**config.mk**
```make
export PLATFORM = sky130hd
export DESIGN_NAME = multi_axis_linear_interpolator
export DESIGN_NICKNAME = d
export VERILOG_FILES = /design/src/mali_pkg.sv /design/src/multi_axis_linear_interpolator.sv /design/src/mali_controller.sv /design/src/mali_datapath.sv
export SDC_FILE = /design/constraint.sdc
export NUM_CORES = 2
export LEC_CHECK = 0
export ABC_AREA = 1
export BUFFER_PORTS_ARGS = -buffer_cell sky130_fd_sc_hd__buf_2
export CAP_MARGIN = 20
export CELL_PAD_IN_SITES_DETAIL_PLACEMENT = 1
export CELL_PAD_IN_SITES_GLOBAL_PLACEMENT = 2
export CORE_MARGIN = 8
export CORE_UTILIZATION = 41
export DETAILED_ROUTE_END_ITERATION = 7
export GPL_TIMING_DRIVEN = 0
export PLACE_DENSITY = 0.95
export SLEW_MARGIN = 25
export SYNTH_ARGS = -nofsm -noshare
export SYNTH_HDL_FRONTEND = slang
export SYNTH_HIERARCHICAL = 1
export SYNTH_SLANG_ARGS = --single-unit
```
**constraint.sdc**
```tcl
create_clock -name i_clk -period 20.3 [get_ports i_clk]
set_input_delay 3.045 -clock i_clk [delete_from_list [all_inputs] [get_ports i_clk]]
set_output_delay 3.045 -clock i_clk [all_outputs]
set_load 0.05 [all_outputs]
```
**src/mali_pkg.sv**
```systemverilog
// shared types, constants and codes of the multi-axis linear interpolator
`timescale 1ns / 1ps

package mali_pkg;

    localparam int NUM_AXES      = 5;
    localparam int PULSE_BITS    = 12;
    localparam int FRAC_BITS_DEF = 16;
    localparam int DUR_W         = 16;
    localparam int PER_W         = 10;
    localparam int CFG_W         = 16;
    localparam int CFG_ADDR_W    = 2;

    localparam int IN_TDATA_W  = 80;
    localparam int OUT_TDATA_W = 64;
    localparam int OUT_TUSER_W = 2;

    // opcodes
    localparam logic OP_START = 1'b0;
    localparam logic OP_TICK  = 1'b1;

    // register indexes
    localparam logic [CFG_ADDR_W-1:0] REG_PULSE_MIN   = 2'd0;
    localparam logic [CFG_ADDR_W-1:0] REG_PULSE_MAX   = 2'd1;
    localparam logic [CFG_ADDR_W-1:0] REG_DEF_DUR     = 2'd2;
    localparam logic [CFG_ADDR_W-1:0] REG_STEP_PERIOD = 2'd3;

    // register reset values
    localparam logic [PULSE_BITS-1:0] RST_PULSE_MIN   = 12'd500;
    localparam logic [PULSE_BITS-1:0] RST_PULSE_MAX   = 12'd2500;
    localparam logic [DUR_W-1:0]      RST_DEF_DUR     = 16'd1000;
    localparam logic [PER_W-1:0]      RST_STEP_PERIOD = 10'd20;

    typedef logic [PULSE_BITS-1:0] t_pulse;
    typedef logic [NUM_AXES-1:0][PULSE_BITS-1:0] t_pulse_vec;

    typedef enum logic [2:0] {
        ST_IDLE,
        ST_CHECK,
        ST_SDIV,
        ST_AINIT,
        ST_ADIV,
        ST_COMMIT,
        ST_TICK,
        ST_EMIT
    } t_state;

    // controller to datapath
    typedef struct packed {
        logic load;
        logic snap;
        logic sdiv_init;
        logic sdiv_step;
        logic adiv_init;
        logic adiv_step;
        logic commit;
        logic tick;
        logic emit;
    } t_cmd;

    // datapath to controller
    typedef struct packed {
        logic any_move;
        logic div_last;
    } t_sts;

endpackage

```
**src/multi_axis_linear_interpolator.sv**
```systemverilog
// top level of the multi-axis linear interpolator
`timescale 1ns / 1ps

// Five servo axes move linearly from their present pulse widths to new goals.
// Input stream: tuser carries the opcode (start or tick), tdata the five goals
// and the move time. A start clamps the goals to [pulse_min, pulse_max]; if
// nothing has to move the goals land at once with done set, otherwise the
// step count (duration / step_period) and a signed 16-bit-fraction increment
// per axis are worked out, and each later tick advances the axes by one step.
// Output stream: one word per input word, tdata the five pulses, tuser busy
// and done.
// A tick passes through TICK and EMIT, a start with no motion through CHECK
// and EMIT; EMIT loads the output register. A start with motion runs the
// step divider (DUR_W = 16 quotient bits, one per step) and then the five
// increment dividers in parallel (PULSE_BITS + FRAC_BITS = 28 quotient bits).
// One word is in work at a time; the next is taken once this one's result has
// moved into the output register, which holds it while the receiver stalls.
// Configuration writes (pulse_min, pulse_max, default_duration, step_period)
// take effect on the next start. Synchronous reset restores the register
// defaults, zeroes all pulses and clears the output valid flag.

module multi_axis_linear_interpolator #(
    parameter int FRAC_BITS = mali_pkg::FRAC_BITS_DEF
) (
    input  logic                                i_clk,
    input  logic                                i_rst_n,
    // goal_1..goal_5 (12 bits each), move_time (16), zero fill
    input  logic [mali_pkg::IN_TDATA_W-1:0]     i_s_axis_tdata,
    // opcode
    input  logic                                i_s_axis_tuser,
    input  logic                                i_s_axis_tvalid,
    output logic                                o_s_axis_tready,
    // pulse_1..pulse_5 (12 bits each), zero fill
    output logic [mali_pkg::OUT_TDATA_W-1:0]    o_m_axis_tdata,
    // busy_res, done_res
    output logic [mali_pkg::OUT_TUSER_W-1:0]    o_m_axis_tuser,
    output logic                                o_m_axis_tvalid,
    input  logic                                i_m_axis_tready,
    input  logic                                i_cfg_we,
    input  logic [mali_pkg::CFG_ADDR_W-1:0]     i_cfg_addr,
    input  logic [mali_pkg::CFG_W-1:0]          i_cfg_wdata
);

    localparam int PB      = mali_pkg::PULSE_BITS;
    localparam int GOALS_W = mali_pkg::NUM_AXES * PB;

    // configuration registers
    logic [PB-1:0]                r_pulse_min;
    logic [PB-1:0]                r_pulse_max;
    logic [mali_pkg::DUR_W-1:0]   r_def_dur;
    logic [mali_pkg::PER_W-1:0]   r_step_period;

    // output register
    logic                              r_out_valid;
    logic [mali_pkg::OUT_TDATA_W-1:0]  r_out_data;
    logic [mali_pkg::OUT_TUSER_W-1:0]  r_out_user;

    mali_pkg::t_cmd       w_cmd;
    mali_pkg::t_sts       w_sts;
    mali_pkg::t_pulse_vec w_goal;
    mali_pkg::t_pulse_vec w_pulse;
    logic                 w_busy;
    logic                 w_done;
    logic                 w_out_free;
    logic                 w_in_ready;

    always_ff @(posedge i_clk) begin
        if (!i_rst_n) begin
            r_pulse_min   <= mali_pkg::RST_PULSE_MIN;
            r_pulse_max   <= mali_pkg::RST_PULSE_MAX;
            r_def_dur     <= mali_pkg::RST_DEF_DUR;
            r_step_period <= mali_pkg::RST_STEP_PERIOD;
        end else if (i_cfg_we) begin
            unique case (i_cfg_addr)
                mali_pkg::REG_PULSE_MIN:   r_pulse_min   <= i_cfg_wdata[PB-1:0];
                mali_pkg::REG_PULSE_MAX:   r_pulse_max   <= i_cfg_wdata[PB-1:0];
                mali_pkg::REG_DEF_DUR:     r_def_dur     <= i_cfg_wdata[mali_pkg::DUR_W-1:0];
                mali_pkg::REG_STEP_PERIOD: r_step_period <= i_cfg_wdata[mali_pkg::PER_W-1:0];
                default: ;
            endcase
        end
    end

    // goals sit packed at the bottom of tdata, move time right above
    assign w_goal = i_s_axis_tdata[GOALS_W-1:0];

    // result may move in when the register is empty or being drained
    assign w_out_free = !r_out_valid || i_m_axis_tready;

    mali_controller u_ctrl (
        .i_clk      (i_clk),
        .i_rst_n    (i_rst_n),
        .i_in_valid (i_s_axis_tvalid),
        .i_in_op    (i_s_axis_tuser),
        .i_out_free (w_out_free),
        .i_sts      (w_sts),
        .o_in_ready (w_in_ready),
        .o_cmd      (w_cmd)
    );

    mali_datapath #(
        .FRAC_BITS (FRAC_BITS)
    ) u_dp (
        .i_clk              (i_clk),
        .i_rst_n            (i_rst_n),
        .i_cmd              (w_cmd),
        .o_sts              (w_sts),
        .i_goal             (w_goal),
        .i_move_time        (i_s_axis_tdata[GOALS_W +: mali_pkg::DUR_W]),
        .i_pulse_min        (r_pulse_min),
        .i_pulse_max        (r_pulse_max),
        .i_default_duration (r_def_dur),
        .i_step_period      (r_step_period),
        .o_pulse            (w_pulse),
        .o_busy             (w_busy),
        .o_done             (w_done)
    );

    always_ff @(posedge i_clk) begin
        if (!i_rst_n) begin
            r_out_valid <= 1'b0;
        end else if (w_cmd.emit) begin
            r_out_valid <= 1'b1;
        end else if (i_m_axis_tready) begin
            r_out_valid <= 1'b0;
        end
    end

    // payload, no reset
    always_ff @(posedge i_clk) begin
        if (w_cmd.emit) begin
            r_out_data <= mali_pkg::OUT_TDATA_W'(w_pulse);
            r_out_user <= {w_done, w_busy};
        end
    end

    assign o_s_axis_tready = w_in_ready;
    assign o_m_axis_tvalid = r_out_valid;
    assign o_m_axis_tdata  = r_out_data;
    assign o_m_axis_tuser  = r_out_user;

    // a result never overwrites one the receiver has not taken
    a_emit_free: assert property (@(posedge i_clk) disable iff (!i_rst_n)
        w_cmd.emit |-> (!r_out_valid || i_m_axis_tready))
        else $error("result loaded over a pending word");

    // one word in work at a time
    a_one_in_work: assert property (@(posedge i_clk) disable iff (!i_rst_n)
        (i_s_axis_tvalid && o_s_axis_tready) |=> !o_s_axis_tready)
        else $error("input taken while a word is in work");

    // a finishing word never also reports a move in progress
    a_busy_done: assert property (@(posedge i_clk) disable iff (!i_rst_n)
        r_out_valid |-> !(r_out_user[0] && r_out_user[1]))
        else $error("busy and done set together");

endmodule

```
**src/mali_controller.sv**
```systemverilog
// sequencing state machine of the interpolator
`timescale 1ns / 1ps

module mali_controller (
    input  logic           i_clk,
    input  logic           i_rst_n,
    input  logic           i_in_valid,
    input  logic           i_in_op,
    input  logic           i_out_free,
    input  mali_pkg::t_sts i_sts,
    output logic           o_in_ready,
    output mali_pkg::t_cmd o_cmd
);

    mali_pkg::t_state r_state;
    mali_pkg::t_state n_state;

    always_ff @(posedge i_clk) begin
        if (!i_rst_n) begin
            r_state <= mali_pkg::ST_IDLE;
        end else begin
            r_state <= n_state;
        end
    end

    always_comb begin
        n_state    = r_state;
        o_cmd      = '0;
        o_in_ready = 1'b0;
        unique case (r_state)
            mali_pkg::ST_IDLE: begin
                o_in_ready = 1'b1;
                if (i_in_valid) begin
                    o_cmd.load = 1'b1;
                    n_state = (i_in_op == mali_pkg::OP_TICK) ? mali_pkg::ST_TICK
                                                             : mali_pkg::ST_CHECK;
                end
            end
            mali_pkg::ST_CHECK: begin
                if (i_sts.any_move) begin
                    o_cmd.sdiv_init = 1'b1;
                    n_state = mali_pkg::ST_SDIV;
                end else begin
                    o_cmd.snap = 1'b1;
                    n_state = mali_pkg::ST_EMIT;
                end
            end
            mali_pkg::ST_SDIV: begin
                o_cmd.sdiv_step = 1'b1;
                if (i_sts.div_last) n_state = mali_pkg::ST_AINIT;
            end
            mali_pkg::ST_AINIT: begin
                o_cmd.adiv_init = 1'b1;
                n_state = mali_pkg::ST_ADIV;
            end
            mali_pkg::ST_ADIV: begin
                o_cmd.adiv_step = 1'b1;
                if (i_sts.div_last) n_state = mali_pkg::ST_COMMIT;
            end
            mali_pkg::ST_COMMIT: begin
                o_cmd.commit = 1'b1;
                n_state = mali_pkg::ST_EMIT;
            end
            mali_pkg::ST_TICK: begin
                o_cmd.tick = 1'b1;
                n_state = mali_pkg::ST_EMIT;
            end
            mali_pkg::ST_EMIT: begin
                if (i_out_free) begin
                    o_cmd.emit = 1'b1;
                    n_state = mali_pkg::ST_IDLE;
                end
            end
            default: n_state = mali_pkg::ST_IDLE;
        endcase
    end

endmodule

```
**src/mali_datapath.sv**
```systemverilog
// axis state, clamping, step and increment dividers, tick accumulation
`timescale 1ns / 1ps

module mali_datapath #(
    parameter int FRAC_BITS = mali_pkg::FRAC_BITS_DEF
) (
    input  logic                            i_clk,
    input  logic                            i_rst_n,
    input  mali_pkg::t_cmd                  i_cmd,
    output mali_pkg::t_sts                  o_sts,
    input  mali_pkg::t_pulse_vec            i_goal,
    input  logic [mali_pkg::DUR_W-1:0]      i_move_time,
    input  logic [mali_pkg::PULSE_BITS-1:0] i_pulse_min,
    input  logic [mali_pkg::PULSE_BITS-1:0] i_pulse_max,
    input  logic [mali_pkg::DUR_W-1:0]      i_default_duration,
    input  logic [mali_pkg::PER_W-1:0]      i_step_period,
    output mali_pkg::t_pulse_vec            o_pulse,
    output logic                            o_busy,
    output logic                            o_done
);

    localparam int NA    = mali_pkg::NUM_AXES;
    localparam int PB    = mali_pkg::PULSE_BITS;
    localparam int DW    = mali_pkg::DUR_W;
    localparam int PW    = mali_pkg::PER_W;
    localparam int ACC_W = PB + FRAC_BITS;
    localparam int INC_W = ACC_W + 1;
    localparam int CNT_W = $clog2(ACC_W);

    // move state
    mali_pkg::t_pulse           r_cur       [NA];
    mali_pkg::t_pulse           r_goal_store[NA];
    logic [ACC_W-1:0]           r_acc       [NA];
    logic signed [INC_W-1:0]    r_inc       [NA];
    logic [DW-1:0]              r_total;
    logic [DW-1:0]              r_count;
    logic                       r_moving;
    logic                       r_done;

    // start scratch
    mali_pkg::t_pulse           r_goal_new  [NA];
    logic [DW-1:0]              r_dur;
    logic [DW-1:0]              r_sq;
    logic [PW-1:0]              r_srem;
    logic [DW-1:0]              r_steps;
    logic [CNT_W-1:0]           r_cnt;
    logic [ACC_W-1:0]           r_lq        [NA];
    logic [DW-1:0]              r_lrem      [NA];
    logic                       r_neg       [NA];

    mali_pkg::t_pulse           n_goal      [NA];
    logic [PW-1:0]              n_period;
    logic [PW:0]                n_strial;
    logic                       n_sge;
    logic [DW-1:0]              n_steps;
    logic [DW:0]                n_ltrial    [NA];
    logic                       n_lge       [NA];
    logic                       n_neg       [NA];
    mali_pkg::t_pulse           n_mag       [NA];
    logic signed [INC_W-1:0]    n_inc       [NA];
    logic [DW-1:0]              n_count;
    logic                       n_finish;
    logic signed [INC_W:0]      n_sum       [NA];
    logic [ACC_W-1:0]           n_acc       [NA];
    logic                       n_any;

    always_comb begin
        n_any = 1'b0;
        for (int a = 0; a < NA; a++) begin
            // raise to min first, then lower to max, so max wins
            n_goal[a] = i_goal[a];
            if (n_goal[a] < i_pulse_min) n_goal[a] = i_pulse_min;
            if (n_goal[a] > i_pulse_max) n_goal[a] = i_pulse_max;

            if (r_goal_new[a] != r_cur[a]) n_any = 1'b1;
            n_neg[a] = r_goal_new[a] < r_cur[a];
            n_mag[a] = n_neg[a] ? (r_cur[a] - r_goal_new[a]) : (r_goal_new[a] - r_cur[a]);

            n_ltrial[a] = {r_lrem[a], r_lq[a][ACC_W-1]};
            n_lge[a]    = n_ltrial[a] >= {1'b0, r_steps};
            n_inc[a]    = r_neg[a] ? -$signed({1'b0, r_lq[a]}) : $signed({1'b0, r_lq[a]});

            n_sum[a] = $signed({2'b00, r_acc[a]}) + $signed({r_inc[a][INC_W-1], r_inc[a]});
            n_acc[a] = n_sum[a][INC_W] ? '0 : n_sum[a][ACC_W-1:0];
        end
        n_period = (i_step_period == '0) ? PW'(1) : i_step_period;
        n_strial = {r_srem, r_sq[DW-1]};
        n_sge    = n_strial >= {1'b0, n_period};
        n_steps  = (r_sq == '0) ? DW'(1) : r_sq;
        n_count  = r_count + DW'(1);
        n_finish = n_count >= r_total;
    end

    assign o_sts.any_move = n_any;
    assign o_sts.div_last = (r_cnt == '0);

    // dividers and start scratch, no reset
    always_ff @(posedge i_clk) begin
        if (i_cmd.load) begin
            for (int a = 0; a < NA; a++) r_goal_new[a] <= n_goal[a];
            r_dur <= (i_move_time == '0) ? i_default_duration : i_move_time;
        end
        if (i_cmd.sdiv_init) begin
            r_sq   <= r_dur;
            r_srem <= '0;
            r_cnt  <= CNT_W'(DW - 1);
        end
        if (i_cmd.sdiv_step) begin
            r_sq   <= {r_sq[DW-2:0], n_sge};
            r_srem <= n_sge ? PW'(n_strial - {1'b0, n_period}) : n_strial[PW-1:0];
            r_cnt  <= r_cnt - CNT_W'(1);
        end
        if (i_cmd.adiv_init) begin
            r_steps <= n_steps;
            r_cnt   <= CNT_W'(ACC_W - 1);
            for (int a = 0; a < NA; a++) begin
                r_neg[a]  <= n_neg[a];
                r_lq[a]   <= {n_mag[a], {FRAC_BITS{1'b0}}};
                r_lrem[a] <= '0;
            end
        end
        if (i_cmd.adiv_step) begin
            r_cnt <= r_cnt - CNT_W'(1);
            for (int a = 0; a < NA; a++) begin
                r_lq[a]   <= {r_lq[a][ACC_W-2:0], n_lge[a]};
                r_lrem[a] <= n_lge[a] ? DW'(n_ltrial[a] - {1'b0, r_steps})
                                      : n_ltrial[a][DW-1:0];
            end
        end
    end

    // move state
    always_ff @(posedge i_clk) begin
        if (!i_rst_n) begin
            for (int a = 0; a < NA; a++) begin
                r_cur[a]        <= '0;
                r_goal_store[a] <= '0;
                r_acc[a]        <= '0;
                r_inc[a]        <= '0;
            end
            r_total  <= '0;
            r_count  <= '0;
            r_moving <= 1'b0;
            r_done   <= 1'b0;
        end else begin
            if (i_cmd.snap) begin
                for (int a = 0; a < NA; a++) r_cur[a] <= r_goal_new[a];
                r_moving <= 1'b0;
                r_done   <= 1'b1;
            end
            if (i_cmd.commit) begin
                for (int a = 0; a < NA; a++) begin
                    r_goal_store[a] <= r_goal_new[a];
                    r_inc[a]        <= n_inc[a];
                    r_acc[a]        <= {r_cur[a], {FRAC_BITS{1'b0}}};
                end
                r_total  <= r_steps;
                r_count  <= '0;
                r_moving <= 1'b1;
                r_done   <= 1'b0;
            end
            if (i_cmd.tick) begin
                r_done <= 1'b0;
                if (r_moving) begin
                    r_count <= n_count;
                    if (n_finish) begin
                        for (int a = 0; a < NA; a++) r_cur[a] <= r_goal_store[a];
                        r_moving <= 1'b0;
                        r_done   <= 1'b1;
                    end else begin
                        for (int a = 0; a < NA; a++) begin
                            r_acc[a] <= n_acc[a];
                            r_cur[a] <= n_acc[a][ACC_W-1:FRAC_BITS];
                        end
                    end
                end
            end
        end
    end

    always_comb begin
        for (int a = 0; a < NA; a++) o_pulse[a] = r_cur[a];
    end
    assign o_busy = r_moving;
    assign o_done = r_done;

endmodule
```
* Word-level counts from Yosys, hierarchy flattened
Memory sizes are Yosys's and may differ from the RTL's. Index checks and enable logic that the tools add are counted.
Storage, ports and cells: input bits 104, logic and storage cells 304, memories kept 8, flip-flop bits (word level) 213, RAM bits 690
Cells by class: muxes and demuxes 147, equality and inequality tests 19, add/sub/neg operators 28, magnitude comparators 22, bitwise logic cells 45, reductions and logical operators 18
Memory list:
- u_dp.r_inc | depth 5, width 29, read ports 5, clocked after memory_dff 0, wr ports 5, RTL line mali_datapath.sv:34 | logic signed [INC_W-1:0] r_inc [NA];
- u_dp.r_acc | depth 5, width 28, read ports 5, clocked after memory_dff 0, wr ports 5, RTL line mali_datapath.sv:33 | logic [ACC_W-1:0] r_acc [NA];
- u_dp.r_lq | depth 5, width 28, read ports 5, clocked after memory_dff 0, wr ports 5, RTL line mali_datapath.sv:47 | logic [ACC_W-1:0] r_lq [NA];
- u_dp.r_lrem | depth 5, width 16, read ports 5, clocked after memory_dff 0, wr ports 5, RTL line mali_datapath.sv:48 | logic [DW-1:0] r_lrem [NA];
- u_dp.r_cur | depth 5, width 12, read ports 5, clocked after memory_dff 0, wr ports 5, RTL line mali_datapath.sv:31 | mali_pkg::t_pulse r_cur [NA];
- u_dp.r_goal_new | depth 5, width 12, read ports 5, clocked after memory_dff 0, wr ports 5, RTL line mali_datapath.sv:41 | mali_pkg::t_pulse r_goal_new [NA];
- +2 memories
Operator list (number):
- 28-bit 2-to-1 mux | 20
- 12-bit 2-to-1 mux | 35
- 29-bit 2-to-1 mux | 10
- 16-bit 2-to-1 mux | 16
- 29-bit by 29-bit adder with 30-bit output | 5
- 28-bit negation with 29-bit output | 5
- 12-bit < comparator | 10
- 12-bit subtractor | 10
- 17-bit by 16-bit greater-or-equal comparator with 1-bit output | 5
- 16-bit subtractor | 5
- 12-bit > comparator | 5
- 12-bit != test | 5
- 1-bit 2-to-1 mux | 50
- 1-bit bitwise OR | 45
- 10-bit 2-to-1 mux | 4
- 16-bit logical NOT | 2
- 3-bit one-hot mux with 7 select lines | 1
- 5-bit 2-to-1 mux | 4
- 3-bit 2-to-1 mux | 6
- 16-bit by 1-bit adder with 16-bit output (second input constant) | 1
- 16-bit greater-or-equal comparator | 1
- 3-bit equality test (second input constant) | 4
- 11-bit by 10-bit greater-or-equal comparator with 1-bit output | 1
- 10-bit logical NOT | 1
- 20 further kinds | 28

* Longest topological paths before layout
An unclocked memory read counts as a cell.
depth in word-level cells 15, gate-level depth with buffers 25, depth with buffers taken out 23

* Hierarchy
The synthesis kept the hierarchy.
By module, submodules not included:
- mali_datapath | area each 58489.8 um^2, cells each 7683, seq. area each 23292.3 um^2, times used 1
- multi_axis_linear_interpolator | area each 4007.6 um^2, cells each 360, seq. area each 2882.8 um^2, times used 1
- mali_controller | area each 361.6 um^2, cells each 63, seq. area each 60.1 um^2, times used 1

* Least setup slack after synthesis
Ideal clock, no wire load.
path kind input to register, start point in i_s_axis_tvalid, end point reg u_dp.r_dur[0], enable pin, library setup time 0.697 ns, slack 9.363 ns, data required time 19.603 ns, stages on the path 2, buffers on the path 0, arrival 10.239 ns, path through inv_1 -> nor4_1
RTL lines:
- from (decl) | RTL line multi_axis_linear_interpolator.sv:31 | input logic i_s_axis_tvalid,
- to (signal assigned) | RTL line mali_datapath.sv:101 | r_dur <= (i_move_time == '0) ? i_default_duration : i_move_time;
- to (decl) | RTL line mali_datapath.sv:42 | logic [DW-1:0] r_dur;

==> summary.txt <==
Yosys
  • Number of synthesized flops with an enable pin: 815
  • Synth area leaders: edfxtp_1 (39%), nand2_1 (13%), ha_1 (9.6%), inv_1 (7.0%), nor2_1 (4.6%)
  • Synthesized flop and latch total: 903
  • Unique cell type count in the Yosys netlist: 61
  • Top cell type by total area after synthesis: edfxtp_1
  • Count leader, synth: nand2_1
  • Area fraction of the dominant cell type after synthesis: 38.93%
  • Ys flop type: edfxtp_1
  • Ys Warns: 6
  • Synthesized instance count: 8106
  • Top post-synthesis cells by count: nand2_1 (2213), inv_1 (1177), edfxtp_1 (815)
  • Post-synthesis sequential area ratio: 41.74%
  • Async set-reset flop share out of synthesis: 0%
  • Syn Area/Cell: 7.755 sq um
  • Area of the mapped netlist: 62860 sq um

Clocking
  • Reg clk slew, reported paths: 70 ps
  • Post-CTS sizing: 0
  • Root buffer cell: clkbuf_16
  • Cts hold-fix bufs: 0
  • TritonCTS Sinks: 903
  • Maximum root-to-sink buffer count: 3
  • Post CTS Setup Buffer Count: 0
  • CTS Buf Count: 105
  • H-Tree Depth: 3
  • CTS tree: done
  • Clk_lat worst skew: 740 ps

Setup path
  • Crit path kind: input port to flop
  • Arrival time at the worst endpoint: 6730 ps
  • CP Data Required Time: 20680 ps
  • Worst Reg2Reg Path Length in Cells: 21
  • RR Startpoint: u_dp/r_count[0]
  • Reg2Reg Setup Slack: 14810 ps
  • CP startpoint: i_rst_n
  • CP endpoint: u_dp/r_acc[0][66]
  • Worst setup EP type: flop
  • Crit Path Max Fanout: 43
  • Startpoint Class: input port
  • Reg2Reg Capture Point: u_dp/r_acc[0][66]

Place
  • Hpwl dp: 183400 microns
  • PortBufs: 160
  • Routability cong.: 0.9220

Route
  • Vias per cell: 5.448
  • DR DRC count: 0
  • Initial DRC count: 4295
  • First-pass DRT Iterations: 5
  • Via count: 57452
  • WL/cell: 21.89 microns
  • Antenna-violating nets left: 0
  • Post-Route WL: 230800 microns

Final layout
  • Fillers: 18929
  • Layout area overhead: 12.09%
  • Final nets: 9024
  • Layout cells sized above 1: 7.842%
  • Area of the multi-input gates: 31090 sq um
  • Sequential Area: 26240 sq um
  • Final core utilization: 46.33%

Floorplanning
  • Num rows: 143
  • Starting Density: 41.33%
  • Chip height: 407.6 microns
  • Top-Level Pins: 172
  • Core Footprint: 152100 sq um
  • Die width: 407.6 microns
  • Die Area: 166100 sq um

STA
  • Worst-margin pin slew: 1122 ps
  • Slew HR: 25.19%
  • Hold Violations, Final: 0
  • RSZ-0062 raised after global routing: no
  • Worst Skew: 46.05 ps
  • Final Max Slew Viols: 0
  • Fmax: 157.4 MHz
  • Final setup vio count: 0
  • Tmin final: 6355 ps
  • Hold slack: 463.4 ps
  • Setup TNS Final: 0 ps
  • Fin crit share: 31.31%

Power
  • Power density over the cells: 109.6 nW/um^2
  • Worst VDD drop: 0.08103 mV
  • Leak: 33.38 nW

Outcome
  • Status: completed

GRT
  • Gr usage total: 26.71%
  • Pin count of the biggest net entering global routing: 54
  • Initial antenna violation count: 14
  • First-pass GRT wire length: 351600 microns
  • GRT overflow: 0
  • Vias in the first global route: 59668

Hold path
  • Worst hold path startpoint: r_pulse_min[6]
  • Hold Crit Class: flop to flop

Run
  • Max-cap violations: 0
[sequential cells by signal (all words and copies together), names as in the netlist, 5 cells and up]
register	cells
o_m_axis_tdata	60
u_dp/r_cur	60
u_dp/r_lq	140
u_dp/r_steps	16
r_step_period	10
u_dp/r_goal_store	60
r_pulse_min	12
u_dp/r_inc	145
u_dp/r_neg	5
r_pulse_max	12
u_dp/r_lrem	80
r_def_dur	16
u_dp/r_cnt	5
u_dp/r_dur	16
u_dp/r_goal_new	60
u_dp/r_srem	10
u_dp/r_count	16
u_dp/r_acc	140
u_dp/r_total	16
u_dp/r_sq	16
[cells by family after synthesis]
| logic type | after synthesis | share of synthesized area, % |
|---|---|---|
| and+or+nand+nor | 3783 | 25.17 |
| buffers and inverters | 1423 | 8.896 |
| AOI/OAI and AO/OA | 1321 | 11.52 |
| DFF | 903 | 41.74 |
| adders and majority gates | 505 | 10.30 |
| xor gates and xnor gates | 170 | 2.369 |
| other | 1 | 0.005966 |
[report_power, final]
group | switching [mW] | internal, mW | leakage (nW)
sequential | 0.305 | 2.51 | 8.75
clock | 0.861 | 1.14 | 1.75
combinational | 2.03 | 0.871 | 22.9
total | 3.20 | 4.52 | 33.4
[how the worst min path moves through the flow]
stage / endpoint / cells after the start / slack (ps)
after floorplan: o_m_axis_tuser[1] / 0 / 410
after global placement: o_m_axis_tuser[1] / 0 / 440
after detailed placement: o_m_axis_tuser[1] / 0 / 430
after CTS: o_m_axis_tuser[1] / 0 / 460
after global routing: o_m_axis_tdata[23] / 0 / 480
final: r_pulse_min[6] / 2 / 460
[metal layers]
| metal | vias up | wire [microns] | global-route usage [%] |
|---|---|---|---|
| li1 | 27344 | - | - |
| met1 | 28056 | 100300 | 34.97 |
| met2 | 1649 | 107900 | 45.08 |
| met3 | 399 | 13480 | 3.615 |
| met4 | 4 | 9055 | 9.885 |
| met5 | - | 25 | 0 |
[per-stage QoR]
| step | instances | total power [mW] | cell area, sq um | setup slack, ps |
|---|---|---|---|---|
| after floorplan | 8109 | 4.676 | 62870 | 9363 |
| after global placement | 10299 | 5.616 | 66210 | 5101 |
| after detailed placement | 10338 | 5.680 | 66810 | 13200 |
| after CTS | 10536 | 7.720 | 70440 | 13960 |
| after global routing | 10538 | 8.150 | 70440 | 13710 |
| final | 10545 | 7.723 | 70460 | 13940 |
[layout make-up]
cell class | count | area share, %
timing repair buffer | 199 | 1.893
inverter | 1210 | 6.464
buffer | 213 | 1.506
sequential | 903 | 37.23
clock inverter | 88 | 1.355
antenna | 9 | 0.03196
multi-input combinational | 5783 | 44.12
clock buffer | 110 | 3.786
tap | 2030 | 3.605
[layout by cell type (no fill, tap or decap), drive strengths merged, types with 99 or more instances in the layout]
cell	instances
nand2	2281
inv	1210
edfxtp	815
nor2	789
a21oi	548
o21ai	516
ha	484
nand3	383
buf	294
clkbuf	228
xor2	131
nor3	117
nand4	99
[worst max-delay path: stages]
cell and delay, ps:
buf_2 300, inv_2 160, nor2_4 470, inv_2 180, nor2_8 300, buf_6 310, inv_2 180, buf_2 260
nand2_4 540, buf_12 290, buf_12 260, buf_12 260
No activity file was read; power rests on OpenSTA's default activity.
